**config.mk**
```make
export PLATFORM = sky130hd
export DESIGN_NAME = multiwidth_window_count_statistic_flat
export DESIGN_NICKNAME = d
export VERILOG_FILES = /design/src/mwwcs_pkg.sv /design/src/mwwcs_if.sv /design/src/multiwidth_window_count_statistic.sv /design/src/flat_wrapper.sv
export SDC_FILE = /design/constraint.sdc
export NUM_CORES = 1
export LEC_CHECK = 0
export BUFFER_PORTS_ARGS = -buffer_cell sky130_fd_sc_hd__clkbuf_2
export CAP_MARGIN = 20
export CORE_ASPECT_RATIO = 1.4
export CORE_MARGIN = 2
export CORE_UTILIZATION = 38
export DETAILED_ROUTE_END_ITERATION = 10
export PLACE_DENSITY = 0.51
export REMOVE_ABC_BUFFERS = 1
export SLEW_MARGIN = 20
export SYNTH_ARGS = -nofsm -noshare
export SYNTH_HDL_FRONTEND = slang
export SYNTH_SLANG_ARGS = --single-unit
```
**constraint.sdc**
```tcl
create_clock -name i_clk -period 26.8 [get_ports i_clk]
set_clock_uncertainty 0.05 [all_clocks]
set_input_delay 2.68 -clock i_clk [delete_from_list [all_inputs] [get_ports i_clk]]
set_output_delay 2.68 -clock i_clk [all_outputs]
set_load 0.02 [all_outputs]
```
**src/mwwcs_pkg.sv**
```systemverilog
// Package for the multi-width window count statistic block.
// Holds widths, register indexes, the state type and the 1/sqrt coefficient table.
// No dependencies; every other file in src imports it.
package mwwcs_pkg;

    // Sizing of the window history and of the sequence.
    localparam int MAX_WIDTH = 32;
    localparam int MAX_LEN   = 4096;

    // Field widths of the registers and of the result beat.
    localparam int SEQ_W   = 13;
    localparam int LAG_W   = 12;
    localparam int WID_W   = 6;
    localparam int START_W = 12;
    localparam int FLAT_W  = 17;
    localparam int SCORE_W = 16;
    localparam int MAG_W   = SCORE_W - 1;
    localparam int POS_W   = 13;
    localparam int CMP_W   = POS_W + 1;
    localparam int IDX_W   = $clog2(MAX_WIDTH);
    localparam int ONES_W  = $clog2(MAX_WIDTH + 1);
    localparam int DIFF_W  = ONES_W + 2;

    // Position counter saturates at its all-ones value.
    localparam logic [POS_W-1:0] POS_MAX = '1;

    // Configuration port.
    localparam int CFG_IDX_W  = 2;
    localparam int PADDR_W    = CFG_IDX_W + 2;
    localparam int PDATA_W    = 32;
    localparam logic [CFG_IDX_W-1:0] REG_SEQ_LEN   = 2'd0;
    localparam logic [CFG_IDX_W-1:0] REG_LAG       = 2'd1;
    localparam logic [CFG_IDX_W-1:0] REG_MIN_WIDTH = 2'd2;
    localparam logic [CFG_IDX_W-1:0] REG_MAX_WIDTH = 2'd3;

    // Score scaling: value = |d| * 2^SCALE_LOG2 / sqrt(r), coefficients carry
    // FRAC_W fraction bits so truncation error stays far below the distance
    // of any true value from a rounding boundary.
    localparam int SCALE_LOG2 = 11;
    localparam int FRAC_W     = 28;
    localparam int COEF_W     = SCALE_LOG2 + FRAC_W + 1;
    localparam int PROD_W     = COEF_W + WID_W;

    typedef logic [MAX_WIDTH-1:0][COEF_W-1:0] t_coef_tab;

    typedef enum logic {
        ST_IDLE,
        ST_WALK
    } t_walk_state;

    // Entry r-1 is floor(2^(SCALE_LOG2+FRAC_W) / sqrt(r)), found as the
    // largest c with c*c*r <= 2^(2*(SCALE_LOG2+FRAC_W)), one bit at a time.
    function automatic t_coef_tab coef_table();
        t_coef_tab          tab;
        logic [COEF_W-1:0]  c;
        logic [COEF_W-1:0]  c_try;
        logic [127:0]       sq;
        for (int r = 1; r <= MAX_WIDTH; r++) begin
            c = '0;
            for (int b = COEF_W - 1; b >= 0; b--) begin
                c_try = c | (COEF_W'(1) << b);
                sq = 128'(c_try) * 128'(c_try) * 128'(r);
                if (sq <= (128'(1) << (2 * (SCALE_LOG2 + FRAC_W)))) begin
                    c = c_try;
                end
            end
            tab[r-1] = c;
        end
        return tab;
    endfunction

    localparam t_coef_tab COEF_TAB = coef_table();

endpackage

```
**src/mwwcs_if.sv**
```systemverilog
// Valid/ready channel interfaces for indicator beats and result beats.
// Depends on mwwcs_pkg for the field widths.
interface mwwcs_in_if;
    import mwwcs_pkg::*;

    logic valid;
    logic ready;
    logic indicator;
    logic first;

    modport source (output valid, output indicator, output first, input ready);
    modport sink   (input valid, input indicator, input first, output ready);
endinterface

interface mwwcs_out_if;
    import mwwcs_pkg::*;

    logic                      valid;
    logic                      ready;
    logic signed [SCORE_W-1:0] score;
    logic [WID_W-1:0]          width;
    logic [START_W-1:0]        start_res;
    logic [FLAT_W-1:0]         flat_index;
    logic                      last;

    modport source (output valid, output score, output width, output start_res,
                    output flat_index, output last, input ready);
    modport sink   (input valid, input score, input width, input start_res,
                    input flat_index, input last, output ready);
endinterface

```
**src/multiwidth_window_count_statistic.sv**
```systemverilog
// Multi-width window count statistic: top level with register port and datapath.
// Depends on mwwcs_pkg and the channel interfaces in mwwcs_if.sv.
// Idle takes each item; one that yields results starts a walk over widths 1..hi, where hi
// is the largest width emitted; the walk steps one width a cycle unless the output stalls.
// The result for a width moves from its walk step to the multiply stage, then the output register.
// Input ready is low while a walk is in progress; output stalls hold the walk in place.
// Reset (synchronous, active low) clears history, position, pipeline valids and loads
// the register defaults seq_len 4096, lag 1, min_width 1, max_width 32.
module multiwidth_window_count_statistic (
    input  logic                              i_clk,
    input  logic                              i_rst_n,
    mwwcs_in_if.sink                          i_in,
    mwwcs_out_if.source                       o_out,
    input  logic                              psel,
    input  logic                              penable,
    input  logic                              pwrite,
    input  logic [mwwcs_pkg::PADDR_W-1:0]     paddr,
    input  logic [mwwcs_pkg::PDATA_W-1:0]     pwdata,
    output logic [mwwcs_pkg::PDATA_W-1:0]     prdata,
    output logic                              pready
);
    import mwwcs_pkg::*;

    // Configuration registers.
    logic [SEQ_W-1:0]     r_seq_len;
    logic [LAG_W-1:0]     r_lag;
    logic [WID_W-1:0]     r_min_w;
    logic [WID_W-1:0]     r_max_w;
    logic                 cfg_wr;
    logic [CFG_IDX_W-1:0] cfg_idx;

    // Sequence state.
    logic [MAX_WIDTH-1:0] r_hist;
    logic [POS_W-1:0]     r_pos;

    // Sequencer.
    t_walk_state r_state;
    t_walk_state n_state;
    logic        in_ready;
    logic        in_acc;
    logic        adv;
    logic        walk_step;
    logic        walk_last;

    // Per-item setup.
    logic [POS_W-1:0]     t_cur;
    logic [MAX_WIDTH-1:0] hist_new;
    logic [SEQ_W-1:0]     n_eff;
    logic                 in_range;
    logic [WID_W-1:0]     lo_eff;
    logic [WID_W-1:0]     hi_cfg;
    logic [CMP_W-1:0]     t_plus1;
    logic [WID_W-1:0]     hi_eff;
    logic                 start_walk;
    logic [FLAT_W-1:0]    base;

    // Walk registers.
    logic [WID_W-1:0]   r_r;
    logic [WID_W-1:0]   r_lo;
    logic [WID_W-1:0]   r_hi;
    logic [ONES_W-1:0]  r_ones;
    logic [FLAT_W-1:0]  r_off;
    logic [FLAT_W-1:0]  r_base;
    logic [START_W-1:0] r_t;

    // Walk datapath.
    logic [IDX_W-1:0]         bit_idx;
    logic [ONES_W-1:0]        ones_now;
    logic signed [DIFF_W-1:0] diff;
    logic [DIFF_W-1:0]        diff_abs;
    logic [WID_W-1:0]         a_mag;
    logic                     emit;
    logic [PROD_W-1:0]        prod;
    logic [START_W:0]         start_full;
    logic [START_W-1:0]       start_j;
    logic [FLAT_W-1:0]        flat;

    // Multiply stage.
    logic               r_p_valid;
    logic [PROD_W-1:0]  r_p_prod;
    logic               r_p_neg;
    logic [WID_W-1:0]   r_p_width;
    logic [START_W-1:0] r_p_start;
    logic [FLAT_W-1:0]  r_p_flat;
    logic               r_p_last;

    // Output stage.
    logic                      r_o_valid;
    logic signed [SCORE_W-1:0] r_o_score;
    logic [WID_W-1:0]          r_o_width;
    logic [START_W-1:0]        r_o_start;
    logic [FLAT_W-1:0]         r_o_flat;
    logic                      r_o_last;
    logic [PROD_W-1:0]         rounded;
    logic [MAG_W-1:0]          mag;

    // Register port: writes land on the access phase, reads are a plain mux.
    assign pready  = 1'b1;
    assign cfg_wr  = psel && penable && pwrite && pready;
    assign cfg_idx = paddr[PADDR_W-1:2];

    always_ff @(posedge i_clk) begin
        if (!i_rst_n) begin
            r_seq_len <= SEQ_W'(MAX_LEN);
            r_lag     <= LAG_W'(1);
            r_min_w   <= WID_W'(1);
            r_max_w   <= WID_W'(MAX_WIDTH);
        end else if (cfg_wr) begin
            case (cfg_idx)
                REG_SEQ_LEN:   r_seq_len <= pwdata[SEQ_W-1:0];
                REG_LAG:       r_lag     <= pwdata[LAG_W-1:0];
                REG_MIN_WIDTH: r_min_w   <= pwdata[WID_W-1:0];
                REG_MAX_WIDTH: r_max_w   <= pwdata[WID_W-1:0];
                default: ;
            endcase
        end
    end

    always_comb begin
        case (cfg_idx)
            REG_SEQ_LEN:   prdata = PDATA_W'(r_seq_len);
            REG_LAG:       prdata = PDATA_W'(r_lag);
            REG_MIN_WIDTH: prdata = PDATA_W'(r_min_w);
            REG_MAX_WIDTH: prdata = PDATA_W'(r_max_w);
            default:       prdata = '0;
        endcase
    end

    // The pipeline moves whenever the output register is free or being taken.
    assign adv    = !r_o_valid || o_out.ready;
    assign in_acc = i_in.valid && in_ready;
    assign i_in.ready = in_ready;

    // Setup of a new item: shift in the bit, find the end position and width range.
    assign t_cur    = i_in.first ? '0 : r_pos;
    assign hist_new = i_in.first ? MAX_WIDTH'(i_in.indicator)
                                 : {r_hist[MAX_WIDTH-2:0], i_in.indicator};
    assign n_eff    = (r_seq_len > SEQ_W'(MAX_LEN)) ? SEQ_W'(MAX_LEN) : r_seq_len;
    assign in_range = (CMP_W'(t_cur) + CMP_W'(r_lag)) < CMP_W'(n_eff);
    assign lo_eff   = (r_min_w == '0) ? WID_W'(1) : r_min_w;
    assign hi_cfg   = (r_max_w > WID_W'(MAX_WIDTH)) ? WID_W'(MAX_WIDTH) : r_max_w;
    assign t_plus1  = CMP_W'(t_cur) + CMP_W'(1);
    assign hi_eff   = (CMP_W'(hi_cfg) > t_plus1) ? t_plus1[WID_W-1:0] : hi_cfg;
    assign start_walk = in_range && (lo_eff <= hi_eff);
    assign base     = FLAT_W'(n_eff) - FLAT_W'(r_lag) + FLAT_W'(1);

    // Sequencer: idle takes one item, walk steps widths 1..hi, one per advance.
    always_ff @(posedge i_clk) begin
        if (!i_rst_n) begin
            r_state <= ST_IDLE;
        end else begin
            r_state <= n_state;
        end
    end

    always_comb begin
        n_state   = r_state;
        in_ready  = 1'b0;
        walk_step = 1'b0;
        case (r_state)
            ST_IDLE: begin
                in_ready = 1'b1;
                if (in_acc && start_walk) begin
                    n_state = ST_WALK;
                end
            end
            ST_WALK: begin
                walk_step = adv;
                if (adv && walk_last) begin
                    n_state = ST_IDLE;
                end
            end
            default: n_state = ST_IDLE;
        endcase
    end

    // History and position follow every accepted beat.
    always_ff @(posedge i_clk) begin
        if (!i_rst_n) begin
            r_hist <= '0;
            r_pos  <= '0;
        end else if (in_acc) begin
            r_hist <= hist_new;
            r_pos  <= (t_cur < POS_MAX) ? t_cur + POS_W'(1) : t_cur;
        end
    end

    // Walk datapath: running count of ones, signed difference and coefficient product.
    assign walk_last  = (r_r == r_hi);
    assign bit_idx    = IDX_W'(r_r - WID_W'(1));
    assign ones_now   = r_ones + ONES_W'(r_hist[bit_idx]);
    assign diff       = $signed(DIFF_W'(r_r)) - $signed(DIFF_W'({ones_now, 1'b0}));
    assign diff_abs   = diff[DIFF_W-1] ? DIFF_W'(-diff) : DIFF_W'(diff);
    assign a_mag      = diff_abs[WID_W-1:0];
    assign emit       = walk_step && (r_r >= r_lo);
    assign prod       = PROD_W'(a_mag) * PROD_W'(COEF_TAB[bit_idx]);
    assign start_full = (START_W + 1)'(r_t) + (START_W + 1)'(1) - (START_W + 1)'(r_r);
    assign start_j    = start_full[START_W-1:0];
    assign flat       = r_off + FLAT_W'(start_j);

    always_ff @(posedge i_clk) begin
        if (in_acc && start_walk) begin
            r_r    <= WID_W'(1);
            r_ones <= '0;
            r_off  <= '0;
            r_lo   <= lo_eff;
            r_hi   <= hi_eff;
            r_t    <= t_cur[START_W-1:0];
            r_base <= base;
        end else if (walk_step) begin
            r_r    <= r_r + WID_W'(1);
            r_ones <= ones_now;
            if (r_r >= r_lo) begin
                r_off <= r_off + r_base - FLAT_W'(r_r);
            end
        end
    end

    // Multiply stage register.
    always_ff @(posedge i_clk) begin
        if (!i_rst_n) begin
            r_p_valid <= 1'b0;
        end else if (adv) begin
            r_p_valid <= emit;
        end
    end

    always_ff @(posedge i_clk) begin
        if (adv && emit) begin
            r_p_prod  <= prod;
            r_p_neg   <= diff[DIFF_W-1];
            r_p_width <= r_r;
            r_p_start <= start_j;
            r_p_flat  <= flat;
            r_p_last  <= walk_last;
        end
    end

    // Round half away from zero on the magnitude, then restore the sign.
    assign rounded = r_p_prod + (PROD_W'(1) << (FRAC_W - 1));
    assign mag     = rounded[FRAC_W +: MAG_W];

    always_ff @(posedge i_clk) begin
        if (!i_rst_n) begin
            r_o_valid <= 1'b0;
        end else if (adv) begin
            r_o_valid <= r_p_valid;
        end
    end

    always_ff @(posedge i_clk) begin
        if (adv && r_p_valid) begin
            r_o_score <= r_p_neg ? -$signed(SCORE_W'(mag)) : $signed(SCORE_W'(mag));
            r_o_width <= r_p_width;
            r_o_start <= r_p_start;
            r_o_flat  <= r_p_flat;
            r_o_last  <= r_p_last;
        end
    end

    // Result channel.
    assign o_out.valid      = r_o_valid;
    assign o_out.score      = r_o_score;
    assign o_out.width      = r_o_width;
    assign o_out.start_res  = r_o_start;
    assign o_out.flat_index = r_o_flat;
    assign o_out.last       = r_o_last;

    // The walk never runs past its upper width and always starts at or below it.
    a_walk_bounds: assert property (@(posedge i_clk) disable iff (!i_rst_n)
        (r_state == ST_WALK) |-> (r_r <= r_hi) && (r_lo <= r_hi) && (r_r != '0))
        else $error("width walk out of range");

    // Stepping the final width returns the sequencer to idle.
    a_walk_ends: assert property (@(posedge i_clk) disable iff (!i_rst_n)
        (r_state == ST_WALK && adv && walk_last) |=> (r_state == ST_IDLE))
        else $error("walk did not end on its last width");

    // Delivered widths lie within the history depth.
    a_out_width: assert property (@(posedge i_clk) disable iff (!i_rst_n)
        o_out.valid |-> (o_out.width != '0) && (o_out.width <= WID_W'(MAX_WIDTH)))
        else $error("result width out of range");

    // A score never exceeds 2048*sqrt(MAX_WIDTH) in magnitude.
    a_score_bound: assert property (@(posedge i_clk) disable iff (!i_rst_n)
        o_out.valid |-> (o_out.score <= 16'sd11586) && (o_out.score >= -16'sd11586))
        else $error("score magnitude out of range");

    // A stalled result beat leaves the multiply stage untouched.
    a_stall_holds: assert property (@(posedge i_clk) disable iff (!i_rst_n)
        (r_o_valid && !o_out.ready && r_p_valid) |=> r_p_valid && $stable(r_p_prod))
        else $error("pipeline moved during an output stall");

endmodule

```
**src/flat_wrapper.sv**
```systemverilog
// flat-port wrapper written by rule: the top's interface ports become plain ports
module multiwidth_window_count_statistic_flat import mwwcs_pkg::*;
  (i_clk, i_rst_n, psel, penable, pwrite, paddr, pwdata, prdata, pready, i_in_valid, i_in_indicator, i_in_first, i_in_ready, o_out_valid, o_out_score, o_out_width, o_out_start_res, o_out_flat_index, o_out_last, o_out_ready);
  mwwcs_in_if i_in_i ();
  mwwcs_out_if o_out_i ();
  input  logic i_clk;
  input  logic i_rst_n;
  input  logic psel;
  input  logic penable;
  input  logic pwrite;
  input  logic [mwwcs_pkg::PADDR_W-1:0] paddr;
  input  logic [mwwcs_pkg::PDATA_W-1:0] pwdata;
  output logic [mwwcs_pkg::PDATA_W-1:0] prdata;
  output logic pready;
  input wire logic [$bits(i_in_i.valid)-1:0] i_in_valid;
  input wire logic [$bits(i_in_i.indicator)-1:0] i_in_indicator;
  input wire logic [$bits(i_in_i.first)-1:0] i_in_first;
  output wire logic [$bits(i_in_i.ready)-1:0] i_in_ready;
  output wire logic [$bits(o_out_i.valid)-1:0] o_out_valid;
  output wire logic [$bits(o_out_i.score)-1:0] o_out_score;
  output wire logic [$bits(o_out_i.width)-1:0] o_out_width;
  output wire logic [$bits(o_out_i.start_res)-1:0] o_out_start_res;
  output wire logic [$bits(o_out_i.flat_index)-1:0] o_out_flat_index;
  output wire logic [$bits(o_out_i.last)-1:0] o_out_last;
  input wire logic [$bits(o_out_i.ready)-1:0] o_out_ready;
  assign i_in_i.valid = i_in_valid;
  assign i_in_i.indicator = i_in_indicator;
  assign i_in_i.first = i_in_first;
  assign i_in_ready = i_in_i.ready;
  assign o_out_valid = o_out_i.valid;
  assign o_out_score = o_out_i.score;
  assign o_out_width = o_out_i.width;
  assign o_out_start_res = o_out_i.start_res;
  assign o_out_flat_index = o_out_i.flat_index;
  assign o_out_last = o_out_i.last;
  assign o_out_i.ready = o_out_ready;
  multiwidth_window_count_statistic u_core (.i_clk(i_clk), .i_rst_n(i_rst_n), .i_in(i_in_i), .o_out(o_out_i), .psel(psel), .penable(penable), .pwrite(pwrite), .paddr(paddr), .pwdata(pwdata), .prdata(prdata), .pready(pready));
endmodule
```
==> impl_results.md, run 1 <==
- Run status: completed
- Vias per inst: 5.218
- HPWL after detailed placement: 48070 microns
- Highest metal used: met4
- Final max-slew violation count: 0
- Cell Int Power: 0.001700 W
- Setup CP Type: flop to flop
- # IOs: 132
- Final setup TNS: 0 ps
- Hold WC Path Type: flop to flop
- Most common cell in the synthesized netlist: inv_1
- Top FF cell, synth: edfxtp_1
- Routed WL per cell: 17.48 microns
- Fmax: 0.09415 GHz
- Chip width: 215.5 microns
- Crit-path slowest cell: fa_1
- Vias: 18520
- Max cap viols: 0
- RD Place Congestion: 0.8809
- Die area: 64690 sq um
- Die Y: 300.1 microns
- Clock Latency Late Sink: 590 ps
- Share of cells above drive strength 1: 0.08587
- Setup bufs post-CTS: 0
- Largest family of logic cells by synthesized area: adder cells
- Synth Warn #: 0
- WP data required: 27090 ps
- Met3 Wirelength: 1842 microns
- Num rows: 108
- # setup viols final: 0
- DR WL met2: 33310 microns
- Slowest stage delay, CP: 570 ps
- Multiplexer share of the synthesized area: 0.03606
- CTS HTree Levels: 1
- Total CTS buffers: 29
- Multi-input logic area: 15440 sq um
- Startpoint type of the worst setup path: flop
- Post-synth top area share: 0.1842
- Post-synthesis adder-cell area fraction: 0.2279
- Clock transition at path regs: 60 ps
- Crit path DAT: 10920 ps
- Mapped cell area: 23800 sq um
- Post-layout power: 0.003485 W
- Max Root-Sink Buffers: 3
- Post-synthesis simple-gate area fraction: 0.1698
- Largest net degree at the start of global routing: 88
- FF+latch count, synth: 260
- Largest cells by area after synthesis: edfxtp_1 (18%), fa_1 (14%), dfxtp_1 (9.6%)
- Final setup margin: 16180 ps
- Synth Area in XOR/XNOR: 0.05651
- Clk root buf: clkbuf_16
- Initial antenna violation count: 3
- CTS Sinks: 260
- Core region area: 62020 sq um
- # diodes: 0
- Fin crit period: 10620 ps
- Number of global-route vias before repair: 19030
- Final antenna-violating net count: 0
- Avg Synthesized Cell Area: 8.875 sq um
- Fillers: 6170
- Synth unique cells: 90
- Drt initial violations: 1023
- Logic pwr share: 0.731
- CP dominant cell by count: ha_1
- Worst slew margin: 0.2809
- Tot GR Track Use: 0.1912
- # port buffers: 90
- Sw frac: 0.5122
- Sequential share of power: 0.151
- DR DRC count: 0
- DRT Wirelength: 62040 microns
- Most frequent cells after synthesis: inv_1 (321), nand2_1 (293), nor2_1 (240), ha_1 (176), fa_1 (161)
- Register area share after synthesis: 0.2801
- CP Max Fanout: 35
- Pleak: 10.86 nW
- Dominant cell type by area after synthesis: edfxtp_1
- First-pass GRT wire length: 100000 microns
- Post_cts resized: 0
- Pre-CTS WS: 16010 ps
- Post-synth EDFFs: 146
- Compound-Gate Fraction of Synth Area: 0.1514
- RSZ-0062 raised after global routing: false
- CP endpoint kind: flop
- Register Area: 6668 sq um
- Clock power frac: 0.118
- TritonCTS clock tree: done
- Worst VDD drop: 0.07151 mV
- Final hold vios: 0
- Nets: 3084
- Synth async-reset ratio: 0
- Power per Cell Area: 134.0 nW/um^2
- First-pass iteration count of the detailed router: 5
- Worst Tran Pin Value: 1072 ps
- Hold buffer count at CTS: 0
- Initial core utilization: 0.3838
- Mapped Cells: 2682
- Switching pwr: 0.001785 W
- Area Growth Syn to Fin: 9.272%
- Remaining Overflow, GRT: 0
- Final Cycle Share: 0.3963
- Met1 WL: 24970 microns
worst max-delay path, delay by kind of cell, from the launching register on:
family | cells | cell delay, ps
fa+ha+maj | 9 | 3720
mux | 2 | 1010
xor+xnor | 2 | 240
simple gates | 4 | 1030
compound gates | 12 | 2860
buf+inv | 5 | 950
flops | 1 | 520
power groups by stage:
stage	combinational (W)	clock [W]	sequential, W
6_report	0.00255	0.000412	0.000525
5_1_grt	0.00291	0.000441	0.000530
4_1_cts	0.00258	0.000426	0.000525
3_5_place_dp	0.00256	0	0.000534
3_3_place_gp	0.00252	0	0.000533
2_1_floorplan	0.00190	0	0.000542
state kept, by name, summed over array words and instances, names as in the netlist, 12 cells and up:
signal	flops
u_core.r_p_start	12
u_core.r_off	17
u_core.r_lag	12
u_core.r_seq_len	13
u_core.r_hist	32
u_core.r_base	17
u_core.r_t	12
u_core.o_out.start_res	12
u_core.o_out.flat_index	17
u_core.r_p_flat	17
u_core.r_pos	13
u_core.o_out.score	16
u_core.r_p_prod	16
path summary, 6_finish.rpt:
check	start	to	slack, ps	cells past startpoint
setup / recovery	u_core.r_r[0]	u_core.r_p_prod[39]	16180	34
hold / removal	u_core.r_p_flat[8]	u_core.o_out.flat_index[8]	370	0
setup reg to reg	u_core.r_r[0]	u_core.r_p_prod[39]	16180	34
hold reg to reg	u_core.r_p_flat[8]	u_core.o_out.flat_index[8]	370	0
final cells by class:
type / instances / area share
timing repair buffer: 118 / 0.02540
tap: 825 / 0.03969
inverter: 322 / 0.04657
clock inverter: 20 / 0.008274
multi-input combinational: 1971 / 0.5935
sequential: 260 / 0.2564
clock buffer: 34 / 0.03021
per-layer routing:
metal / global-route usage / vias up
li1: - / 9094
met1: 0.2141 / 8990
met2: 0.3745 / 341
met3: 0.01952 / 99
met4: 0.06207 / 0
met5: 0 / -
stage by stage:
stage	std cells	util	cell area (sq um)	hold WS, ps
floorplan	2553	-	23230	350.3
global placement	3496	0.4032	25010	352.5
detailed placement	3496	0.4032	25010	354.5
CTS	3550	0.4194	26010	369.5
global route	3550	0.4194	26010	375.5
finish	3550	0.4194	26010	366.6
layout by cell type, fill, tap and decap left out, drive strengths merged, types with 28 or more instances in the layout:
| master | instances |
|---|---|
| inv | 326 |
| o21ai | 107 |
| xnor2 | 107 |
| fa | 161 |
| clkbuf | 124 |
| nor2b | 65 |
| a21oi | 126 |
| xor2 | 44 |
| nor3 | 38 |
| dfxtp | 114 |
| nand2b | 30 |
| mux2i | 46 |
| nand3b | 35 |
| a21o | 44 |
| nand3 | 44 |
| o21a | 42 |
| ha | 176 |
| buf | 28 |
| nor2 | 241 |
| a21boi | 49 |
| edfxtp | 146 |
| nand2 | 294 |
logic make-up after synthesis:
| group | count (synthesis) |
|---|---|
| and+or+nand+nor | 853 |
| AOI/OAI and AO/OA | 543 |
| buffers and inverters | 469 |
| adders and majority gates | 337 |
| DFF | 260 |
| xor gates and xnor gates | 152 |
| muxes | 66 |
| other | 2 |
No activity file was read; power rests on OpenSTA's default activity.
==> run 2: changes to the inputs <==
- PLACE_DENSITY: 0.51 -> 0.53
- clock period: 26.8 -> 9.17 ns (I/O delays scaled with it)
==> impl_results.md, run 2 (same netlist as run 1, synthesis figures left out) <==
- Run status: completed
- CP endpoint kind: flop
- Slowest stage delay, CP: 530 ps (-40 ps)
- Post-DP Area: 25590 sq um (+2.3%)
- Clock transition at path regs: 60 ps (about the same)
- Core region area: 62020 sq um (unchanged)
- WP data required: 9470 ps (-17620 ps)
- CTS Sinks: 260 (unchanged)
- Crit path DAT: 9110 ps (-1810 ps)
- Vias: 18830 (+1.6%)
- Worst slew margin: 0.3066 (+0.02563)
- Power per Cell Area: 410.2 nW/um^2 (+210%)
- Die Y: 300.1 microns (unchanged)
- Clock Latency Late Sink: 600 ps (about the same)
- Logic pwr share: 0.744 (+0.013)
- # IOs: 132 (unchanged)
- Pleak: 11.26 nW (+3.6%)
- Most common cell after layout, fill and taps aside: inv_1
- Hold slack: 367.7 ps (+1.139 ps)
- Setup bufs post-CTS: 0 (unchanged)
- First-pass iteration count of the detailed router: 5 (unchanged)
- Fin crit period: 8815 ps (-1807 ps)
- Tot GR Track Use: 0.1949 (+0.003719)
- Final antenna-violating net count: 0 (unchanged)
- Design area: 26680 sq um (+2.6%)
- Max cap viols: 0 (unchanged)
- Number of global-route vias before repair: 19650 (+3.3%)
- CP Max Fanout: 7 (-80%)
- TritonCTS clock tree: done
- Switching pwr: 0.005414 W (+200%)
- Final max-slew violation count: 0 (unchanged)
- Cell Int Power: 0.005531 W (+230%)
- Hold buffer count at CTS: 0 (unchanged)
- DRT Wirelength: 63020 microns (+1.6%)
- Hold WC Path Type: flop to flop
- Final hold vios: 0 (unchanged)
- Initial antenna violation count: 0 (-3)
- Commonest non-fill, non-tap cells in the layout: inv_1 (321), nand2_1 (293), nor2_1 (239), ha_1 (175), fa_1 (161)
- Sequential share of power: 0.139 (-0.012)
- Largest net degree at the start of global routing: 87 (-1.1%)
- # setup viols final: 0 (unchanged)
- Sw frac: 0.4946 (-0.01756)
- Largest Register: u_core.r_hist
- Fmax: 0.1134 GHz (+20%)
- Setup CP Type: flop to flop
- Clk root buf: clkbuf_16
- Clock power frac: 0.117 (about the same)
- Chip width: 215.5 microns (unchanged)
- Max Root-Sink Buffers: 3 (unchanged)
- # diodes: 0 (unchanged)
- Crit-path slowest cell: fa_1
- Initial core utilization: 0.3838 (unchanged)
- Final Util: 0.4302 (+0.01083)
- Buf+Inv Stages, Crit Path: 6 (+1)
- RD Place Congestion: 0.8964 (+1.8%)
- Num rows: 108 (unchanged)
- Startpoint type of the worst setup path: flop
- Area Growth Syn to Fin: 12.10%
- Final Cycle Share: 0.9612 (+0.5649)
- Nets: 3152 (+2.2%)
- HPWL after detailed placement: 49040 microns (+2.0%)
- Total CTS buffers: 30 (+3.4%)
- Delay-heaviest family, CP: adder cells
- # port buffers: 90 (unchanged)
- CTS HTree Levels: 1 (unchanged)
- Vias per inst: 5.203 (-0.28%)
- First-pass GRT wire length: 101900 microns (+1.9%)
- DR DRC count: 0 (unchanged)
- Share of cells above drive strength 1: 0.1081 (+0.02226)
- Remaining Overflow, GRT: 0 (unchanged)
- Drt initial violations: 1040 (+1.7%)
- Max FFs per register: 32 (unchanged)
- Worst VDD drop: 0.1959 mV (+170%)
- Routed WL per cell: 17.42 microns (-0.33%)
- Die area: 64690 sq um (unchanged)
- Worst Tran Pin Value: 1034 ps (-38.21 ps)
-- run 2: layer usage --
metal	part of all wire	global-route usage	routed length (microns)	vias up
met2	0.52	0.3704	33000	386
met4	0.051	0.09639	3223	0
li1	-	-	-	9232
met3	0.031	0.01892	1937	131
met1	0.39	0.2154	24860	9077
met5	0	0	0	-
-- run 2: power by group through the flow --
stage	clock [W]	combinational, W	sequential, W
5_1_grt	0.00136	0.00929	0.00153
6_report	0.00128	0.00814	0.00152
3_5_place_dp	0	0.00813	0.00154
4_1_cts	0.00132	0.00819	0.00152
2_1_floorplan	0	0.00556	0.00159
3_3_place_gp	0	0.00795	0.00154
-- run 2: path summary, 6_finish.rpt --
check	slack (ps)	to	from	cells past startpoint
worst min register to register	370	u_core.o_out.width[1]	u_core.r_p_width[1]	0
worst max register to register	360	u_core.r_p_prod[39]	u_core.r_r[0]	34
worst max-delay path	360	u_core.r_p_prod[39]	u_core.r_r[0]	34
worst min-delay path	370	u_core.o_out.width[1]	u_core.r_p_width[1]	0
-- run 2: layout make-up --
type                    instances  area, sq um
fillers                      6066        35340
flip-flops and latches        260         6668
well taps                     825         1032
repair buffers                185         1239
multi-input cells            1971        15470
clock buffers                  32        768.2
clock inverters                23        295.3
inverters                     322         1211
-- run 2: per-stage QoR --
stage          setup TNS, ps  worst slack [ps]  std cells  total power, W
3_3_place_gp               0             115.2       3563        0.009493
2_1_floorplan         -61910             -4112       2553        0.007147
3_5_place_dp          -17.43            -17.43       3563        0.009671
5_1_grt               -69.13            -69.13       3618         0.01218
6_report                   0             355.5       3618         0.01094
4_1_cts                    0             91.53       3618         0.01103
-- run 2: timing repair --
item                                    CTS  global route
endpoints found under the setup margin    1            12
endpoints found under the hold margin     0             0
resized for setup                         1             5
==> run 3: changes to the inputs <==
- ABC_AREA: default -> 1
==> impl_results.md, run 3 <==
- Run status: completed
- Register area share after synthesis: 0.2786 (-0.001435)
- Most frequent cells after synthesis: nand2_1 (604), inv_1 (587), nor2_1 (341), a21oi_1 (206), o21ai_0 (180)
- Crit-path slowest cell: fa_1
- Avg Synthesized Cell Area: 7.612 sq um (-14%)
- Final Cycle Share: 0.9434 (-0.01786)
- Final Util: 0.4231 (-0.007034)
- Vias: 20370 (+8.2%)
- Num rows: 108 (unchanged)
- First-pass GRT wire length: 107500 microns (+5.5%)
- RSZ-0062 raised after global routing: false
- Routed WL per cell: 16.85 microns (-3.3%)
- Number of global-route vias before repair: 20230 (+3.0%)
- DRT Wirelength: 68430 microns (+8.6%)
- # IOs: 132 (unchanged)
- Initial core utilization: 0.3849 (+0.001138)
- CP dominant cell by count: nand2_1
- Total CTS buffers: 29 (-3.3%)
- Largest net degree at the start of global routing: 67 (-23%)
- Startpoint type of the worst setup path: flop
- CP startpoint: u_core.r_r[1]
- Remaining Overflow, GRT: 0 (unchanged)
- CTS HTree Levels: 1 (unchanged)
- Clock Latency Late Sink: 580 ps (-20 ps)
- CTS Sinks: 260 (unchanged)
- Clock transition at path regs: 70 ps (about the same)
- Mapped Cells: 3143 (+17%)
- Synth unique cells: 62 (-31%)
- Tot GR Track Use: 0.2071 (+0.01214)
- Commonest non-fill, non-tap cells in the layout: nand2_1 (604), inv_1 (586), nor2_1 (340), a21oi_1 (206), o21ai_0 (180)
- Most common cell in the synthesized netlist: nand2_1
- Die area: 65010 sq um (+0.51%)
- Dominant cell type by area after synthesis: edfxtp_1
- Final max-slew violation count: 0 (unchanged)
- TritonCTS clock tree: done
- Die Y: 300.9 microns (+0.25%)
- DR DRC count: 0 (unchanged)
- Final antenna-violating net count: 0 (unchanged)
- # setup viols final: 0 (unchanged)
- Post-synth EDFFs: 146 (unchanged)
- # diodes: 0 (unchanged)
- Max Root-Sink Buffers: 3 (unchanged)
- CP Max Fanout: 18 (+11)
- HPWL after detailed placement: 55160 microns (+12%)
- Setup CP Type: flop to flop
- Synth async-reset ratio: 0 (unchanged)
- Fin crit period: 8651 ps (-163.8 ps)
- Drt initial violations: 1035 (-0.48%)
- Area Growth Syn to Fin: 9.936%
- Worst slew margin: 0.1635 (-0.1431)
- Fmax: 0.1156 GHz (+1.9%)
- Most common cell after layout, fill and taps aside: nand2_1
- WP data required: 9460 ps (about the same)
- Vias per inst: 5.016 (-3.6%)
- Flop-to-flop setup slack: 520 ps (+160 ps)
- Initial antenna violation count: 0 (unchanged)
- Worst Tran Pin Value: 1242 ps (+207.7 ps)
- Max cap viols: 0 (unchanged)
- CP endpoint kind: flop
- Max FFs per register: 32 (unchanged)
- Clk root buf: clkbuf_16
- Mapped cell area: 23930 sq um (+0.52%)
- Largest cells by area after synthesis: edfxtp_1 (18%), fa_1 (13%), dfxtp_1 (9.5%)
- Hold path start: u_core.r_p_width[4]
- Crit path DAT: 8940 ps (-170 ps)
- Largest Register: u_core.r_hist
- Pre-CTS WS: 361.8 ps (+379.3 ps)
- RD Place Congestion: 0.9511 (+6.1%)
- Share of cells above drive strength 1: 0.07417 (-0.03396)
- Nets: 3596 (+14%)
- First-pass iteration count of the detailed router: 5 (unchanged)
- Fillers: 6455 (+6.4%)
- Final setup margin: 519.2 ps (+163.8 ps)
- Synth Warn #: 0 (unchanged)
- Final hold vios: 0 (unchanged)
- Crit Reg-Reg Startpoint: u_core.r_r[1]
- Post-synth top area share: 0.1832 (-0.0009440)
- Slowest stage delay, CP: 520 ps (about the same)
- # port buffers: 90 (unchanged)
- Hold WC Path Type: flop to flop
- Core region area: 62160 sq um (+0.22%)
- Top FF cell, synth: edfxtp_1
- FF+latch count, synth: 260 (unchanged)
- Chip width: 216.1 microns (+0.25%)
## run 3: cell count changes in the layout (fill, tap and decap cells not counted), moves of 29 or more
cell      change
nand2_1     +311
nor2_1      +101
nor2b_1      -62
xnor2_1      -65
nand3_1      +88
mux2i_1      -45
inv_1       +265
nand3b_1     -30
a21oi_1      +82
buf_4        -55
o21ai_0      +79
nand2b_1     -29
xor2_1       +40
a21boi_0     -39
## run 3: cells by family (layout without fill, tap and decap cells)
group	count (synthesis)	in the layout	synth area share
compound gates	527	527	0.1249
xor+xnor	123	123	0.04581
fa+ha+maj	337	337	0.2268
buf+inv	711	786	0.1168
flops	260	260	0.2786
other cells	2	20	0.0003139
simple gates	1183	1183	0.2067
## run 3: area by class of cell
type	instances	area, sq um	area share
clock buffers	40	808.3	0.03073
clock inverters	13	173.9	0.006612
inverters	605	2281	0.08672
multi-input cells	2190	14550	0.5533
flip-flops and latches	260	6668	0.2535
well taps	825	1032	0.03924
repair buffers	128	785.8	0.02987
## run 3: per-layer routing
metal / GRT usage / routed length [microns]
met1: 0.2313 / 27050
met2: 0.3978 / 36030
met3: 0.01616 / 2142
met4: 0.09149 / 3208
met5: 0 / 0
## run 3: timing repair
item,4_1_cts,5_1_grt
buffers inserted,0,0
hold buffers,0,0
endpoints found under the setup margin,0,4
gates resized for setup,0,3
## run 3: through the flow
step	instances	hold WS (ps)	cell area (sq um)	TNS, ps
finish	4061	362.6	26300	0
global route	4061	373.8	26300	0
global placement	4008	353.1	25310	0
CTS	4061	365.1	26290	0
floorplan	3055	350.3	23480	-3908
detailed placement	4008	354.5	25310	0
## run 3: path summary, 6_finish.rpt
kind,endpoint,cells after the start
worst max register to register,u_core.r_p_prod[36],43
worst min register to register,u_core.o_out.width[4],0
worst max-delay path,u_core.r_p_prod[36],43
worst min-delay path,u_core.o_out.width[4],0
## run 3: critical path: cells and delay by family, from the launching register on
family	cells	cell delay [ps]
flops	1	310
buf+inv	10	1210
compound gates	3	590
fa+ha+maj	9	3620
simple gates	21	2600
Power of run 3 is not shown: default switching activity piles up to over one toggle a cycle in this logic, so the estimate is an artifact.
